**config.mk**
```make
export PLATFORM = sky130hd
export DESIGN_NAME = fan_relay_sequencer_with_fault_retry_flat
export DESIGN_NICKNAME = d
export VERILOG_FILES = /design/src/rtl/core/fan_rs_pkg.sv /design/src/rtl/core/fan_rs_if.sv /design/src/rtl/core/fan_rs_cfg.sv /design/src/rtl/core/fan_rs_deb.sv /design/src/rtl/core/fan_rs_seq.sv /design/src/rtl/core/fan_relay_sequencer_with_fault_retry.sv /design/src/flat_wrapper.sv
export VERILOG_INCLUDE_DIRS = /design/src /design/src/rtl/core
export SDC_FILE = /design/constraint.sdc
export NUM_CORES = 1
export LEC_CHECK = 0
export BUFFER_PORTS_ARGS = -buffer_cell sky130_fd_sc_hd__buf_2
export CAP_MARGIN = 40
export CORE_MARGIN = 2
export CORE_UTILIZATION = 60
export DETAILED_ROUTE_END_ITERATION = 16
export PLACE_DENSITY = 0.78
export SLEW_MARGIN = 10
export SYNTH_ARGS = -nofsm -noshare
export SYNTH_HDL_FRONTEND = slang
export SYNTH_SLANG_ARGS = --single-unit
export TNS_END_PERCENT = 100
```
**constraint.sdc**
```tcl
create_clock -name clk -period 14.4 [get_ports clk]
set_input_delay 0 -clock clk [delete_from_list [all_inputs] [get_ports clk]]
set_output_delay 0 -clock clk [all_outputs]
set_load 0.1 [all_outputs]
```
**src/rtl/core/assert_macros.svh**
```systemverilog
// Assertion macros used by the fan relay sequencer RTL.
`ifndef ASSERT_MACROS_SVH
`define ASSERT_MACROS_SVH

// Checks that a condition holds at every clock edge outside reset.
`define ASSERT_ALWAYS(label, cond, msg) \
  label: assert property (@(posedge clk) disable iff (!rst_n) (cond)) else $error(msg);

// Checks that the antecedent implies the consequent in the same cycle.
`define ASSERT_IMPLY(label, ante, cons, msg) \
  label: assert property (@(posedge clk) disable iff (!rst_n) (ante) |-> (cons)) \
    else $error(msg);

// Checks that the antecedent implies the consequent in the next cycle.
`define ASSERT_NEXT(label, ante, cons, msg) \
  label: assert property (@(posedge clk) disable iff (!rst_n) (ante) |=> (cons)) \
    else $error(msg);

`endif

```
**src/rtl/core/fan_rs_pkg.sv**
```systemverilog
// Shared types and constants for the fan relay sequencer.
package fan_rs_pkg;

  // Operation codes of an input item.
  localparam logic [1:0] OP_TICK = 2'd0;
  localparam logic [1:0] OP_ON   = 2'd1;
  localparam logic [1:0] OP_OFF  = 2'd2;

  // User-visible state codes.
  localparam logic [2:0] US_OFF    = 3'd0;
  localparam logic [2:0] US_AUX_ON = 3'd1;
  localparam logic [2:0] US_FAN_ON = 3'd2;
  localparam logic [2:0] US_FAULT  = 3'd3;
  localparam logic [2:0] US_NA     = 3'd4;

  // Configuration port geometry and register indexes.
  localparam int CFG_DATA_W = 16;
  localparam int CFG_IDX_W  = 3;
  localparam logic [CFG_IDX_W-1:0] REG_UNIT_ENABLED = 3'd0;
  localparam logic [CFG_IDX_W-1:0] REG_MULTI_UNIT   = 3'd1;
  localparam logic [CFG_IDX_W-1:0] REG_MAIN_DELAY   = 3'd2;
  localparam logic [CFG_IDX_W-1:0] REG_SETTLE       = 3'd3;
  localparam logic [CFG_IDX_W-1:0] REG_DEBOUNCE     = 3'd4;
  localparam logic [CFG_IDX_W-1:0] REG_RETRY_WAIT   = 3'd5;
  localparam logic [CFG_IDX_W-1:0] REG_SIM_ENABLE   = 3'd6;
  localparam logic [CFG_IDX_W-1:0] REG_SIM_FAIL     = 3'd7;

  // Register reset values.
  localparam logic        RST_UNIT_ENABLED = 1'b1;
  localparam logic        RST_MULTI_UNIT   = 1'b1;
  localparam logic [15:0] RST_MAIN_DELAY   = 16'd10;
  localparam logic [7:0]  RST_SETTLE       = 8'd2;
  localparam logic [15:0] RST_DEBOUNCE     = 16'd1;
  localparam logic [15:0] RST_RETRY_WAIT   = 16'd30;
  localparam logic        RST_SIM_ENABLE   = 1'b0;
  localparam logic        RST_SIM_FAIL     = 1'b0;

  // Configuration register set.
  typedef struct packed {
    logic        unit_enabled;
    logic        multi_unit;
    logic [15:0] main_on_delay;
    logic [7:0]  settle_ticks;
    logic [15:0] debounce_ticks;
    logic [15:0] retry_wait_ticks;
    logic        sim_enable;
    logic        sim_fail;
  } cfg_t;

  // One input item.
  typedef struct packed {
    logic [1:0]  operation;
    logic        feedback_level;
    logic [31:0] tick_now;
  } item_t;

  // One result item.
  typedef struct packed {
    logic       main_relay_on;
    logic       aux_relay_on;
    logic       status_led_on;
    logic [2:0] user_state;
    logic       in_fault;
  } res_t;

endpackage

```
**src/rtl/core/fan_rs_if.sv**
```systemverilog
// Valid/ready channel interfaces for the fan relay sequencer.
interface fan_rs_in_if;
  logic        valid;
  logic        ready;
  logic [1:0]  operation;
  logic        feedback_level;
  logic [31:0] tick_now;

  modport source (output valid, output operation, output feedback_level,
                  output tick_now, input ready);
  modport sink (input valid, input operation, input feedback_level,
                input tick_now, output ready);
endinterface

interface fan_rs_out_if;
  logic       valid;
  logic       ready;
  logic       main_relay_on;
  logic       aux_relay_on;
  logic       status_led_on;
  logic [2:0] user_state;
  logic       in_fault;

  modport source (output valid, output main_relay_on, output aux_relay_on,
                  output status_led_on, output user_state, output in_fault,
                  input ready);
  modport sink (input valid, input main_relay_on, input aux_relay_on,
                input status_led_on, input user_state, input in_fault,
                output ready);
endinterface

```
**src/rtl/core/fan_rs_cfg.sv**
```systemverilog
// Configuration register file of the fan relay sequencer.
module fan_rs_cfg
  import fan_rs_pkg::*;
(
  input  logic                  clk,
  input  logic                  rst_n,
  input  logic                  cfg_we,
  input  logic [CFG_IDX_W-1:0]  cfg_idx,
  input  logic [CFG_DATA_W-1:0] cfg_data,
  output cfg_t                  cfg
);

  cfg_t cfg_r;

  // Each write lands in the register that the index selects.
  always_ff @(posedge clk) begin
    if (!rst_n) begin
      cfg_r.unit_enabled     <= RST_UNIT_ENABLED;
      cfg_r.multi_unit       <= RST_MULTI_UNIT;
      cfg_r.main_on_delay    <= RST_MAIN_DELAY;
      cfg_r.settle_ticks     <= RST_SETTLE;
      cfg_r.debounce_ticks   <= RST_DEBOUNCE;
      cfg_r.retry_wait_ticks <= RST_RETRY_WAIT;
      cfg_r.sim_enable       <= RST_SIM_ENABLE;
      cfg_r.sim_fail         <= RST_SIM_FAIL;
    end else if (cfg_we) begin
      case (cfg_idx)
        REG_UNIT_ENABLED: cfg_r.unit_enabled     <= cfg_data[0];
        REG_MULTI_UNIT:   cfg_r.multi_unit       <= cfg_data[0];
        REG_MAIN_DELAY:   cfg_r.main_on_delay    <= cfg_data[15:0];
        REG_SETTLE:       cfg_r.settle_ticks     <= cfg_data[7:0];
        REG_DEBOUNCE:     cfg_r.debounce_ticks   <= cfg_data[15:0];
        REG_RETRY_WAIT:   cfg_r.retry_wait_ticks <= cfg_data[15:0];
        REG_SIM_ENABLE:   cfg_r.sim_enable       <= cfg_data[0];
        REG_SIM_FAIL:     cfg_r.sim_fail         <= cfg_data[0];
        default: ;
      endcase
    end
  end

  assign cfg = cfg_r;

endmodule

```
**src/rtl/core/fan_rs_deb.sv**
```systemverilog
// Debouncer for the AC feedback level, stepped once per tick item.
module fan_rs_deb
  import fan_rs_pkg::*;
(
  input  logic        clk,
  input  logic        rst_n,
  input  logic        step,
  input  logic        level,
  input  logic [31:0] now,
  input  logic [15:0] debounce_ticks,
  output logic        fb_high_nxt
);

  typedef enum logic [2:0] {
    FB_UNKNOWN,
    FB_TO_HIGH,
    FB_HIGH,
    FB_TO_LOW,
    FB_LOW
  } fb_state_t;

  fb_state_t   fb_r, fb_nxt, fb_step;
  logic [31:0] high_since_r, high_since_nxt;
  logic [31:0] low_since_r, low_since_nxt;
  logic [31:0] high_elapsed, low_elapsed;

  // Wrapping elapsed time since each edge was seen.
  assign high_elapsed = now - high_since_r;
  assign low_elapsed  = now - low_since_r;

  // Next debouncer state for a tick.
  always_comb begin
    fb_step        = fb_r;
    high_since_nxt = high_since_r;
    low_since_nxt  = low_since_r;
    case (fb_r)
      FB_TO_HIGH: begin
        if (level) begin
          if (high_elapsed >= {16'd0, debounce_ticks}) fb_step = FB_HIGH;
        end else begin
          fb_step = FB_LOW;
        end
      end
      FB_HIGH: begin
        if (!level) begin
          low_since_nxt = now;
          fb_step       = FB_TO_LOW;
        end
      end
      FB_TO_LOW: begin
        if (!level) begin
          if (low_elapsed >= {16'd0, debounce_ticks}) fb_step = FB_LOW;
        end else begin
          fb_step = FB_HIGH;
        end
      end
      FB_LOW: begin
        if (level) begin
          high_since_nxt = now;
          fb_step        = FB_TO_HIGH;
        end
      end
      default: begin
        if (level) begin
          high_since_nxt = now;
          fb_step        = FB_TO_HIGH;
        end else begin
          low_since_nxt = now;
          fb_step       = FB_TO_LOW;
        end
      end
    endcase
  end

  assign fb_nxt      = step ? fb_step : fb_r;
  assign fb_high_nxt = (fb_nxt == FB_HIGH);

  // State and edge timestamps.
  always_ff @(posedge clk) begin
    if (!rst_n) begin
      fb_r         <= FB_UNKNOWN;
      high_since_r <= 32'd0;
      low_since_r  <= 32'd0;
    end else if (step) begin
      fb_r         <= fb_step;
      high_since_r <= high_since_nxt;
      low_since_r  <= low_since_nxt;
    end
  end

endmodule

```
**src/rtl/core/fan_rs_seq.sv**
```systemverilog
// Relay sequencer with fault dwell and restart, plus result formatting.
`include "assert_macros.svh"

module fan_rs_seq
  import fan_rs_pkg::*;
(
  input  logic  clk,
  input  logic  rst_n,
  input  logic  step,
  input  item_t item,
  input  cfg_t  cfg,
  input  logic  fb_high_nxt,
  output res_t  res
);

  typedef enum logic [2:0] {
    RS_OFF,
    RS_TURN_AUX,
    RS_AUX_ON,
    RS_WAIT_MAIN,
    RS_MAIN_ON,
    RS_AT_FAULT,
    RS_CLEARING,
    RS_TURN_OFF
  } run_state_t;

  typedef enum logic [2:0] {
    CP_IDLE,
    CP_TURN_AUX,
    CP_AUX_ON,
    CP_WAIT_MAIN,
    CP_MAIN_ON
  } clear_phase_t;

  run_state_t   run_r, run_nxt;
  clear_phase_t cp_r, cp_nxt;
  logic [15:0]  cnt_r, cnt_nxt, cnt_inc;
  logic         main_r, main_nxt;
  logic         aux_r, aux_nxt;
  logic         led_r, led_nxt;
  logic         fault;

  // Saturating step counter increment.
  assign cnt_inc = (cnt_r == 16'hFFFF) ? cnt_r : cnt_r + 16'd1;

  // Unless sim_enable is set, the fault decision uses the feedback status after this item's debounce step.
  assign fault = cfg.sim_enable ? cfg.sim_fail : fb_high_nxt;

  // Next state for one item.
  always_comb begin
    run_nxt  = run_r;
    cp_nxt   = cp_r;
    cnt_nxt  = cnt_r;
    main_nxt = main_r;
    aux_nxt  = aux_r;
    led_nxt  = led_r;
    case (item.operation)
      OP_TICK: begin
        case (run_r)
          RS_TURN_AUX: begin
            aux_nxt = 1'b1;
            led_nxt = 1'b1;
            run_nxt = RS_AUX_ON;
          end
          RS_AUX_ON: begin
            cnt_nxt = cnt_inc;
            if (cnt_inc >= cfg.main_on_delay) begin
              main_nxt = 1'b1;
              run_nxt  = RS_WAIT_MAIN;
              cnt_nxt  = 16'd0;
            end
          end
          RS_WAIT_MAIN: begin
            cnt_nxt = cnt_inc;
            if (cnt_inc >= {8'd0, cfg.settle_ticks}) begin
              run_nxt = RS_MAIN_ON;
              cnt_nxt = 16'd0;
            end
          end
          RS_MAIN_ON: begin
            if (fault) begin
              run_nxt = RS_AT_FAULT;
              cnt_nxt = 16'd0;
            end
          end
          RS_AT_FAULT: begin
            cnt_nxt = cnt_inc;
            if (cnt_inc > cfg.retry_wait_ticks && cp_r != CP_IDLE) begin
              run_nxt = RS_CLEARING;
            end else begin
              cp_nxt   = CP_TURN_AUX;
              main_nxt = 1'b0;
              led_nxt  = 1'b0;
              aux_nxt  = 1'b0;
            end
          end
          RS_CLEARING: begin
            // The restart walks the same aux-then-main order as a normal start.
            case (cp_r)
              CP_TURN_AUX: begin
                aux_nxt = 1'b1;
                led_nxt = 1'b1;
                cp_nxt  = CP_AUX_ON;
              end
              CP_AUX_ON: begin
                cnt_nxt = cnt_inc;
                if (cnt_inc >= cfg.main_on_delay) begin
                  main_nxt = 1'b1;
                  cp_nxt   = CP_WAIT_MAIN;
                  cnt_nxt  = 16'd0;
                end
              end
              CP_WAIT_MAIN: begin
                cnt_nxt = cnt_inc;
                if (cnt_inc >= {8'd0, cfg.settle_ticks}) begin
                  cp_nxt  = CP_MAIN_ON;
                  cnt_nxt = 16'd0;
                end
              end
              CP_MAIN_ON: begin
                if (fault) begin
                  run_nxt = RS_AT_FAULT;
                end else begin
                  run_nxt  = RS_OFF;
                  cp_nxt   = CP_IDLE;
                  main_nxt = 1'b0;
                  led_nxt  = 1'b0;
                  aux_nxt  = 1'b0;
                end
              end
              default: run_nxt = RS_OFF;
            endcase
          end
          RS_TURN_OFF: begin
            main_nxt = 1'b0;
            led_nxt  = 1'b0;
            aux_nxt  = 1'b0;
            run_nxt  = RS_OFF;
          end
          default: ;
        endcase
      end
      OP_ON: begin
        if (cfg.unit_enabled && run_r == RS_OFF) run_nxt = RS_TURN_AUX;
      end
      OP_OFF: begin
        if (cfg.unit_enabled && (run_r == RS_AUX_ON || run_r == RS_MAIN_ON)) begin
          run_nxt = RS_TURN_OFF;
        end
      end
      default: ;
    endcase
  end

  // Result fields reflect the state after this item.
  always_comb begin
    res.main_relay_on = main_nxt;
    res.aux_relay_on  = aux_nxt;
    res.status_led_on = led_nxt;
    res.in_fault      = fault;
    if (!cfg.multi_unit) begin
      res.user_state = US_NA;
    end else begin
      case (run_nxt)
        RS_TURN_AUX, RS_AUX_ON:  res.user_state = US_AUX_ON;
        RS_WAIT_MAIN, RS_MAIN_ON: res.user_state = US_FAN_ON;
        RS_AT_FAULT, RS_CLEARING: res.user_state = US_FAULT;
        default:                  res.user_state = US_OFF;
      endcase
    end
  end

  // Sequencer state and relay drive registers.
  always_ff @(posedge clk) begin
    if (!rst_n) begin
      run_r  <= RS_OFF;
      cp_r   <= CP_IDLE;
      cnt_r  <= 16'd0;
      main_r <= 1'b0;
      aux_r  <= 1'b0;
      led_r  <= 1'b0;
    end else if (step) begin
      run_r  <= run_nxt;
      cp_r   <= cp_nxt;
      cnt_r  <= cnt_nxt;
      main_r <= main_nxt;
      aux_r  <= aux_nxt;
      led_r  <= led_nxt;
    end
  end

  // The main relay never closes without the aux relay.
  `ASSERT_IMPLY(a_main_needs_aux, main_r, aux_r, "main relay closed while aux relay open")
  // The status LED is lit only with the aux relay closed.
  `ASSERT_IMPLY(a_led_needs_aux, led_r, aux_r, "status LED on while aux relay open")
  // A restart always has a phase to run.
  `ASSERT_IMPLY(a_clear_phase, run_r == RS_CLEARING, cp_r != CP_IDLE,
                "restart state with idle restart phase")
  // A request item never moves the relays.
  `ASSERT_NEXT(a_req_no_relay, step && item.operation != OP_TICK,
               $stable(main_r) && $stable(aux_r) && $stable(led_r),
               "relay levels changed on a request item")

endmodule

```
**src/rtl/core/fan_relay_sequencer_with_fault_retry.sv**
```systemverilog
// Top level of the fan relay sequencer with fault retry.
//
// Usage: each input item on in_ch is a tick (with the AC feedback level and the
// system tick count) or an on/off request. Every accepted item yields exactly one
// result item on out_ch with the relay and LED levels, the user-visible state and
// the current fault decision, in input order.
// Configuration is written through cfg_we/cfg_idx/cfg_data, one register per
// cycle, while no item is in flight.
// Path: an accepted item is held in the input register, runs through the
// sequencer logic and is loaded into the result register once that register is
// free or being emptied; it is offered on out_ch from then on.
// Throughput: one item per cycle unless out_ch stalls; sequencer state updates in one pass.
// When out_ch stalls, the result register holds its item and the input register
// still takes one more item; after that in_ch.ready drops until out_ch drains.
// Reset (rst_n low, synchronous) opens both relays, turns off the LED, clears the
// debouncer and counters, loads the register defaults and empties both stages.
module fan_relay_sequencer_with_fault_retry
  import fan_rs_pkg::*;
(
  input  logic                  clk,
  input  logic                  rst_n,
  fan_rs_in_if.sink             in_ch,
  fan_rs_out_if.source          out_ch,
  input  logic                  cfg_we,
  input  logic [CFG_IDX_W-1:0]  cfg_idx,
  input  logic [CFG_DATA_W-1:0] cfg_data
);

  cfg_t  cfg;
  item_t item_r;
  res_t  res, res_r;
  logic  in_v_r, out_v_r;
  logic  adv, is_tick, fb_high_nxt;

  // An item moves on when the result register is free or being emptied.
  assign adv         = in_v_r && (!out_v_r || out_ch.ready);
  assign in_ch.ready = !in_v_r || adv;
  assign is_tick     = adv && (item_r.operation == OP_TICK);

  // Input register.
  always_ff @(posedge clk) begin
    if (!rst_n) begin
      in_v_r <= 1'b0;
    end else if (in_ch.ready) begin
      in_v_r <= in_ch.valid;
    end
  end

  always_ff @(posedge clk) begin
    if (in_ch.valid && in_ch.ready) begin
      item_r.operation      <= in_ch.operation;
      item_r.feedback_level <= in_ch.feedback_level;
      item_r.tick_now       <= in_ch.tick_now;
    end
  end

  fan_rs_cfg u_cfg (
    .clk      (clk),
    .rst_n    (rst_n),
    .cfg_we   (cfg_we),
    .cfg_idx  (cfg_idx),
    .cfg_data (cfg_data),
    .cfg      (cfg)
  );

  fan_rs_deb u_deb (
    .clk            (clk),
    .rst_n          (rst_n),
    .step           (is_tick),
    .level          (item_r.feedback_level),
    .now            (item_r.tick_now),
    .debounce_ticks (cfg.debounce_ticks),
    .fb_high_nxt    (fb_high_nxt)
  );

  fan_rs_seq u_seq (
    .clk         (clk),
    .rst_n       (rst_n),
    .step        (adv),
    .item        (item_r),
    .cfg         (cfg),
    .fb_high_nxt (fb_high_nxt),
    .res         (res)
  );

  // Result register.
  always_ff @(posedge clk) begin
    if (!rst_n) begin
      out_v_r <= 1'b0;
    end else if (adv) begin
      out_v_r <= 1'b1;
    end else if (out_ch.ready) begin
      out_v_r <= 1'b0;
    end
  end

  always_ff @(posedge clk) begin
    if (adv) res_r <= res;
  end

  assign out_ch.valid         = out_v_r;
  assign out_ch.main_relay_on = res_r.main_relay_on;
  assign out_ch.aux_relay_on  = res_r.aux_relay_on;
  assign out_ch.status_led_on = res_r.status_led_on;
  assign out_ch.user_state    = res_r.user_state;
  assign out_ch.in_fault      = res_r.in_fault;

endmodule

```
**src/flat_wrapper.sv**
```systemverilog
// flat-port wrapper written by rule: the top's interface ports become plain ports
module fan_relay_sequencer_with_fault_retry_flat import fan_rs_pkg::*;
  (clk, rst_n, cfg_we, cfg_idx, cfg_data, in_ch_valid, in_ch_operation, in_ch_feedback_level, in_ch_tick_now, in_ch_ready, out_ch_valid, out_ch_main_relay_on, out_ch_aux_relay_on, out_ch_status_led_on, out_ch_user_state, out_ch_in_fault, out_ch_ready);
  fan_rs_in_if in_ch_i ();
  fan_rs_out_if out_ch_i ();
  input  logic clk;
  input  logic rst_n;
  input  logic cfg_we;
  input  logic [CFG_IDX_W-1:0] cfg_idx;
  input  logic [CFG_DATA_W-1:0] cfg_data;
  input wire logic [$bits(in_ch_i.valid)-1:0] in_ch_valid;
  input wire logic [$bits(in_ch_i.operation)-1:0] in_ch_operation;
  input wire logic [$bits(in_ch_i.feedback_level)-1:0] in_ch_feedback_level;
  input wire logic [$bits(in_ch_i.tick_now)-1:0] in_ch_tick_now;
  output wire logic [$bits(in_ch_i.ready)-1:0] in_ch_ready;
  output wire logic [$bits(out_ch_i.valid)-1:0] out_ch_valid;
  output wire logic [$bits(out_ch_i.main_relay_on)-1:0] out_ch_main_relay_on;
  output wire logic [$bits(out_ch_i.aux_relay_on)-1:0] out_ch_aux_relay_on;
  output wire logic [$bits(out_ch_i.status_led_on)-1:0] out_ch_status_led_on;
  output wire logic [$bits(out_ch_i.user_state)-1:0] out_ch_user_state;
  output wire logic [$bits(out_ch_i.in_fault)-1:0] out_ch_in_fault;
  input wire logic [$bits(out_ch_i.ready)-1:0] out_ch_ready;
  assign in_ch_i.valid = in_ch_valid;
  assign in_ch_i.operation = in_ch_operation;
  assign in_ch_i.feedback_level = in_ch_feedback_level;
  assign in_ch_i.tick_now = in_ch_tick_now;
  assign in_ch_ready = in_ch_i.ready;
  assign out_ch_valid = out_ch_i.valid;
  assign out_ch_main_relay_on = out_ch_i.main_relay_on;
  assign out_ch_aux_relay_on = out_ch_i.aux_relay_on;
  assign out_ch_status_led_on = out_ch_i.status_led_on;
  assign out_ch_user_state = out_ch_i.user_state;
  assign out_ch_in_fault = out_ch_i.in_fault;
  assign out_ch_i.ready = out_ch_ready;
  fan_relay_sequencer_with_fault_retry u_core (.clk(clk), .rst_n(rst_n), .in_ch(in_ch_i), .out_ch(out_ch_i), .cfg_we(cfg_we), .cfg_idx(cfg_idx), .cfg_data(cfg_data));
endmodule
```
; Yosys cells after proc, flatten, opt, wreduce, memory -nomap -nowiden
; Cells that the tools add are included.
[word_totals]
ff_bits = 196
latch_bits = 0
ramBits = 0
rom_bits = 0
output_inout_bits = 9
wordCells = 164
n_memories = 0
[classes]
add_sub_neg = 3
n_mul = 0
div_mod_pow = 0
order_cmp = 5
n_eq_ne = 39
n_shift = 0
n_mux = 51
bitwise = 3
n_reduce_logical = 36
[ops]
columns = cell, count
row1 = $pmux W16 S5, 1
row2 = $ge A32 B16 Y1, 2
row3 = $mux W16, 4
row4 = $sub A32 B32 Y32, 2
row5 = $mux W3, 18
row6 = $eq A3 B3 Y1 const B, 13
row7 = $eq A3 B2 Y1 const B, 11
row8 = $pmux W16 S2, 1
row9 = $pmux W3 S4, 2
row10 = $pmux W3 S7, 1
row11 = $add A16 B1 Y16 const B, 1
row12 = $eq A16 B16 Y1 const B, 1
row13 = $ge A16 B16 Y1, 1
row14 = $ge A16 B8 Y1, 1
row15 = $gt A16 B16 Y1, 1
row16 = $reduce_and A2 Y1, 8
row17 = $eq A3 B1 Y1 const B, 5
row18 = $mux W1, 13
row19 = $pmux W1 S4, 3
row20 = $pmux W3 S2, 2
row21 = $ne A3 B3 Y1 const B, 3
row22 = $pmux W3 S3, 1
row23 = $reduce_or A3 Y1, 3
row24 = $reduce_and A8 Y1, 1
row25 = other kinds (20), 38

; Logic depth before layout (Yosys ltp)
[depth]
word_depth = 15
depth_mapped = 26
ltp_nobuf = 25

; Cells and area by module
; From an unflattened synthesis, not the netlist that was laid out.
[unflattened]
hier_cells = 1801
area_unflattened_um2 = 14641.5
[modules_own_cells]
columns = mod, n_inst, cells_per_inst, area_each_um2, seq_area_each_um2
row1 = fan_rs_deb, 1, 1060, 7642.3, 1341.3
row2 = fan_rs_seq, 1, 460, 3223.1, 500.5
row3 = fan_rs_cfg, 1, 229, 2403.6, 1201.2
row4 = fan_relay_sequencer_with_fault_retry, 1, 52, 1372.6, 1301.2

; Worst setup path after synthesis
; Ideal clock, no wire load.
[synth_path]
kind = register to register
startpoint = register u_core.item_r[6] in the netlist's numbering
endpoint = register u_core.res_r (netlist bit u_core.out_ch.user_state[1]) (data pin)
setup_ns = 0.265
arrival_time_ns = 5.173
required_time_ns = 14.135
path_slack_ns = 8.962
stages_incl_launch_ff = 26
path_buffers = 2
synth_period_minus_slack_ns = 5.438
path_cell_list = edfxtp_1 > ha_1 > clkbuf_1 > a21oi_1 > o221ai_1 > nor2_1 > o21ai_0 > a21o_1 > a21oi_1 > xnor2_1 > ha_1 > and4_1 > a21boi_0 > nand3b_1 > a2111oi_0 > nand4b_1 > or3_1 > o31ai_2 > nand3_1 > buf_2 > a2111oi_2 > o21ai_1 > o21a_1 > ha_1 > o31ai_1 > mux2i_1
[synth_between]
elab_chain_cells = 15
word_cells_on_any_way = 27
classes_between = add/sub: 2 / order compare: 2 / eq/ne: 7 / mux: 13 / reduce/logical: 3
[synth_rtl]
columns = element, line_no
row1 = start: declaration, fan_relay_sequencer_with_fault_retry.sv:30  ; item_t item_r;
row2 = $sub A32 B32 Y32 (on tied branches), "fan_rs_deb.sv:29, fan_rs_deb.sv:28"
row3 = $ge A32 B16 Y1 (on tied branches), "fan_rs_deb.sv:52, fan_rs_deb.sv:39"
row4 = $mux W3 (on tied branches), "fan_rs_deb.sv:52, fan_rs_deb.sv:39"
row5 = $mux W3 (on tied branches), "fan_rs_deb.sv:51, fan_rs_deb.sv:38"
row6 = $pmux W3 S4 *, fan_rs_deb.sv:36  ; case (fb_r)
row7 = $mux W3 *, fan_rs_deb.sv:75  ; assign fb_nxt = step ? fb_step : fb_r;
row8 = $eq A3 B2 Y1 *, fan_rs_deb.sv:76  ; assign fb_high_nxt = (fb_nxt == FB_HIGH);
row9 = $mux W1 *, fan_rs_seq.sv:47  ; assign fault = cfg.sim_enable ? cfg.sim_fail : fb_high_nxt;
row10 = net u_core.u_seq.fault, fan_rs_seq.sv:41  ; logic fault;
row11 = $mux W3, fan_rs_seq.sv:121  ; if (fault) begin
row12 = $pmux W3 S2, fan_rs_seq.sv:99  ; case (cp_r)
row13 = $pmux W3 S7 *, fan_rs_seq.sv:59  ; case (run_r)
row14 = $pmux W3 S3 *, fan_rs_seq.sv:57  ; case (item.operation)
row15 = net u_core.u_seq.run_nxt[0], fan_rs_seq.sv:35  ; run_state_t run_r, run_nxt;
row16 = $eq A3 B3 Y1 (tied with other cells), fan_rs_seq.sv:164  ; case (run_nxt)
row17 = $reduce_or A2 Y1, fan_rs_seq.sv:164
row18 = $pmux W2 S3 *, fan_rs_seq.sv:164
row19 = end signal: assignment, fan_relay_sequencer_with_fault_retry.sv:98  ; if (adv) res_r <= res;
row20 = end: declaration, fan_relay_sequencer_with_fault_retry.sv:31  ; res_t res, res_r;
; Mark *: on every way through the listed nets, which the timed path passes. The rest lies on a longest branch.
; A chain may end at the register's enable or synchronous reset.

; Worst setup path after layout
[layout_path]
startpoint = register u_core.item_r[10] in the netlist's numbering
endpoint = register u_core.res_r (netlist bit u_core.out_ch.user_state[1]) (data pin)
[layout_between]
elab_chain_cells = 15
word_cells_on_any_way = 27
classes_between = add/sub: 2 / order compare: 2 / eq/ne: 7 / mux: 13 / reduce/logical: 3
[layout_rtl]
columns = element, line_no
row1 = $sub A32 B32 Y32 (on tied branches), "fan_rs_deb.sv:29, fan_rs_deb.sv:28"
row2 = $ge A32 B16 Y1 (on tied branches), "fan_rs_deb.sv:52, fan_rs_deb.sv:39"
row3 = $mux W3 (on tied branches), "fan_rs_deb.sv:52, fan_rs_deb.sv:39"
row4 = $mux W3 (on tied branches), "fan_rs_deb.sv:51, fan_rs_deb.sv:38"
row5 = $pmux W3 S4 *, fan_rs_deb.sv:36
row6 = $mux W3 *, fan_rs_deb.sv:75
row7 = $eq A3 B2 Y1 *, fan_rs_deb.sv:76
row8 = $mux W1 *, fan_rs_seq.sv:47
row9 = $mux W3, fan_rs_seq.sv:121
row10 = $pmux W3 S2, fan_rs_seq.sv:99
row11 = $pmux W3 S7 *, fan_rs_seq.sv:59
row12 = $pmux W3 S3 *, fan_rs_seq.sv:57
row13 = net u_core.u_seq.run_nxt[0], fan_rs_seq.sv:35
row14 = $eq A3 B3 Y1 (tied with other cells), fan_rs_seq.sv:164
row15 = $reduce_or A2 Y1, fan_rs_seq.sv:164
row16 = $pmux W2 S3 *, fan_rs_seq.sv:164
; Marked as above.

==> qor.yml <==
status: "complete, no violations"
hold_start: "cfg_idx[2]"
tightest_slew_ns: 0.892
die_y_um: 159
drtIter0Drc: 1324
synth-main-ff-cell: "dfxtp_1"
diodes: 0
fin_ws_ns: 7.88
hpwl_mm: 29.8
syn-num-nets: 2048
worst_clock_skew_ns: 0.0156
timing.final.crit_share_pct: 45.3
wirelength_mm: 40.4
finish.utilization_pct: 68.6
startpoint_type: "flip-flop"
crit_fanout: 11
die_area_mm2: 0.0253
clk_latency_ns: 0.46
crit_path_top_delay_cell: "a2111oi_2"
grt_pass1_vias: 12700
crit_type: "flip-flop to flip-flop"
synth_edf_count: 42
yosys.area_share.simple_pct: 22.2
crit_arrival_ns: 6.73
synth_mux_area_share_pct: 0.857
final_nets: 2109
required_ns: 14.61
synth_top_area_share_pct: 21.3
die_x_um: 159
ys_warn_count: 0
synth-seq-area-share_pct: 30.1
grt_usage_pct: 31.6
cp_num_buf_inv: 0
gr-total-overflow: 0
async_flop_share_pct: 0
irDropWorstVdd_v: 0.0000567
initial_utilization_pct: 61.4
cpLargestDelayFamily: "compound AO/OA/AOI/OAI gates"
place.gp.congestion: 0.952
max_freq_mhz: 153
vias: 13600
synth_top_family_by_area: "compound AO/OA/AOI/OAI gates"
cts_root_buf: "clkbuf_16"
fill_cells: 1970
critPathMaxStageDelay_ns: 0.53
synthCells: 1848
synthXorXnorAreaFrac_pct: 3.64
final_hold_viol_count: 0
grt_start_max_net_pins: 74
pre_cts_ws_ns: 8.02
synth_compound_area_share_pct: 24.6
yosys.area.top_type: "dfxtp_1"
antenna_left: 0
crit_chain: "ha_1 -> a21oi_1 -> o221ai_1 -> nor2_1 -> o21ai_0 -> a21o_1 -> a21oi_1 -> xnor2_1 -> ha_1 -> and4_1 -> a21boi_0 -> nand3b_1 -> a2111oi_0 -> nand4b_1 -> or3_1 -> o31ai_2 -> nand3_1 -> a2111oi_2 -> o21ai_1 -> o21a_1 -> ha_1 -> o31ai_1 -> mux2i_1"
slew_headroom_pct: 40.5
grt_pass1_wl_mm: 65.3
fin_setup_tns_ns: 0
port_buffers: 67
core_mm2: 0.0235
ioPinCount: 68
leakagePower_nw: 5.95
slew_violations: 0
power_density_mw_per_mm2: 85.7
dr.pass1.iters: 6
synthAdderAreaFrac_pct: 12.3
drc: 0
clk_pin_slew_ns: 0.09
cts_setup_buffers: 0
multi_input_area_mm2: 0.00921
clockBufferDepth: 2
synth-seq-cells: 196
routed_via_density: 6.08
htree_levels: 4
cts_num_sinks: 196
cp-end-kind: "flip-flop"
avgSynthCellArea_um2: 7.82
syn_area_mm2: 0.0145
reg2reg_from: "u_core.item_r[10]"
cts_made_buffers: 17
ff_latch_area_mm2: 0.00434
post_cts_resized: 0
period_needed_ns: 6.52
rows: 56
cts_tree: "yes"
antenna_found_initial: 0
rsz0062_at_grt: "false"
min_path_type: "primary input to flip-flop"
drive_gt1_share_pct: 7.34
synth.area.top_cells: "dfxtp_1 21%, ha_1 12%, nand2_1 8.9%, edfxtp_1 8.7%, a21boi_0 6.2%"
crit_top_cell: "ha_1"
startpoint: "u_core.item_r[10]"
wire_per_inst_um: 18.0
synth_cell_types: 83
area_delta_synth_final_pct: 11.8
cap_viol_max_count: 0
setup_viol: 0
==> power by group <==
group / switching (mW) / leakage [nW] / internal, mW / total (mW)
clock: 0.282 / 0.313 / 0.248 / 0.530
sequential: 0.0140 / 1.65 / 0.575 / 0.589
combinational: 0.159 / 3.98 / 0.106 / 0.265
total: 0.455 / 5.95 / 0.929 / 1.38
==> kinds of logic after synthesis <==
logic type	Yosys count
xor+xnor	60
simple gates	686
mux	12
flops	196
compound gates	518
fa+ha+maj	141
buf+inv	235
==> registers in the layout, summed over array words and instances (netlist names), 3 cells and up <==
signal and count:
u_core.out_ch.user_state 3, u_core.item_r 35, u_core.u_deb.low_since_r 32, u_core.u_seq.run_r 3, u_core.u_cfg.cfg 60, u_core.u_deb.high_since_r 32, u_core.u_deb.fb_r 3, u_core.u_seq.cp_r 3
u_core.u_seq.cnt_r 16
==> worst paths after layout <==
check	endpoint	slack, ns	depth (start not counted)
max	u_core.out_ch.user_state[1]	7.88	23
min	u_core.u_cfg.cfg[58]	0.04	3
max reg2reg	u_core.out_ch.user_state[1]	7.88	23
min reg2reg	u_core.u_cfg.cfg[26]	0.47	2
==> synth_stat cells, drive strengths merged (13+ instances only) <==
cell type and count:
inv 142, a31oi 17, nor2b 26, o31ai 13
nor3 34, edfxtp 42, a211oi 16, clkbuf 79
ha 139, o21a 26, or3 13, a21boi 131
a21oi 109, xnor2 38, and2 15, o211ai 30
a21o 30, buf 13, nand4 37, nor2 83
xor2 22, nand3 53, nand2b 20, nand2 344
dfxtp 154, o21ai 69
==> layout by cell type (no fill, tap or decap), types with 9 or more instances in the layout <==
| cell | synthesis | layout |
|---|---|---|
| o31ai_1 | 12 | 12 |
| a21oi_1 | 108 | 108 |
| o21ai_1 | 17 | 17 |
| buf_2 | 7 | 66 |
| a31oi_1 | 17 | 17 |
| dlygate4sd3_1 | 0 | 58 |
| nor4_1 | 11 | 11 |
| nor2_1 | 83 | 82 |
| a21boi_0 | 119 | 119 |
| nand3b_1 | 9 | 9 |
| dfxtp_1 | 154 | 154 |
| xor2_1 | 22 | 22 |
| o21ai_0 | 52 | 52 |
| inv_1 | 141 | 141 |
| a21o_1 | 30 | 30 |
| nand3_1 | 53 | 53 |
| o2111ai_1 | 9 | 9 |
| nand2b_1 | 20 | 20 |
| nand2_1 | 344 | 344 |
| nor3_1 | 33 | 31 |
| nor2b_1 | 26 | 26 |
| o21a_1 | 26 | 26 |
| mux2i_1 | 9 | 9 |
| nand4_1 | 36 | 36 |
| clkbuf_16 | 0 | 17 |
| or3_1 | 12 | 12 |
| xnor2_1 | 38 | 38 |
| and2_1 | 15 | 14 |
| a211oi_1 | 16 | 16 |
| ha_1 | 139 | 139 |
| edfxtp_1 | 42 | 42 |
| o211ai_1 | 30 | 30 |
| a21boi_1 | 12 | 12 |
==> area by class of cell <==
class / instances / share of cell area [%]
sequential: 196 / 26.9
clock inverter: 15 / 1.39
tap: 319 / 2.47
multi-input combinational: 1417 / 57.0
inverter: 143 / 3.32
clock buffer: 17 / 2.63
timing repair buffer: 134 / 6.30
==> timing repair <==
action,CTS,global route
hold buffers,58,0
hold endpoints to repair,98,0
setup endpoints to repair,0,0
==> routing by layer <==
layer,wire length (um),GRT usage [%],vias up
met5,0,0.568,-
met4,1030,9.42,0
met3,2740,5.03,75
met2,18000,50.1,497
met1,18600,44.4,6390
li1,-,-,6666
==> worst reg2reg max path, delay by kind of cell, from the launching register on <==
| family | cells | cell delay (ns) |
|---|---|---|
| AOI/OAI and AO/OA | 12 | 3.02 |
| and+or+nand+nor | 6 | 1.61 |
| adders and majority gates | 3 | 0.89 |
| DFF | 1 | 0.48 |
| xor gates and xnor gates | 1 | 0.14 |
| muxes | 1 | 0.11 |
==> per-stage QoR <==
stage	area [um2]	hold slack, ns	power, mW	std cells
after floorplan	14500	0.0989	0.778	1848
after global placement	14900	0.176	0.841	2149
after detailed placement	14900	0.178	0.847	2151
after CTS	16200	0.00521	1.38	2241
after global routing	16200	0.0585	1.43	2241
final	16200	0.0401	1.38	2241
Note: power is estimated with default switching activity, not from simulation.
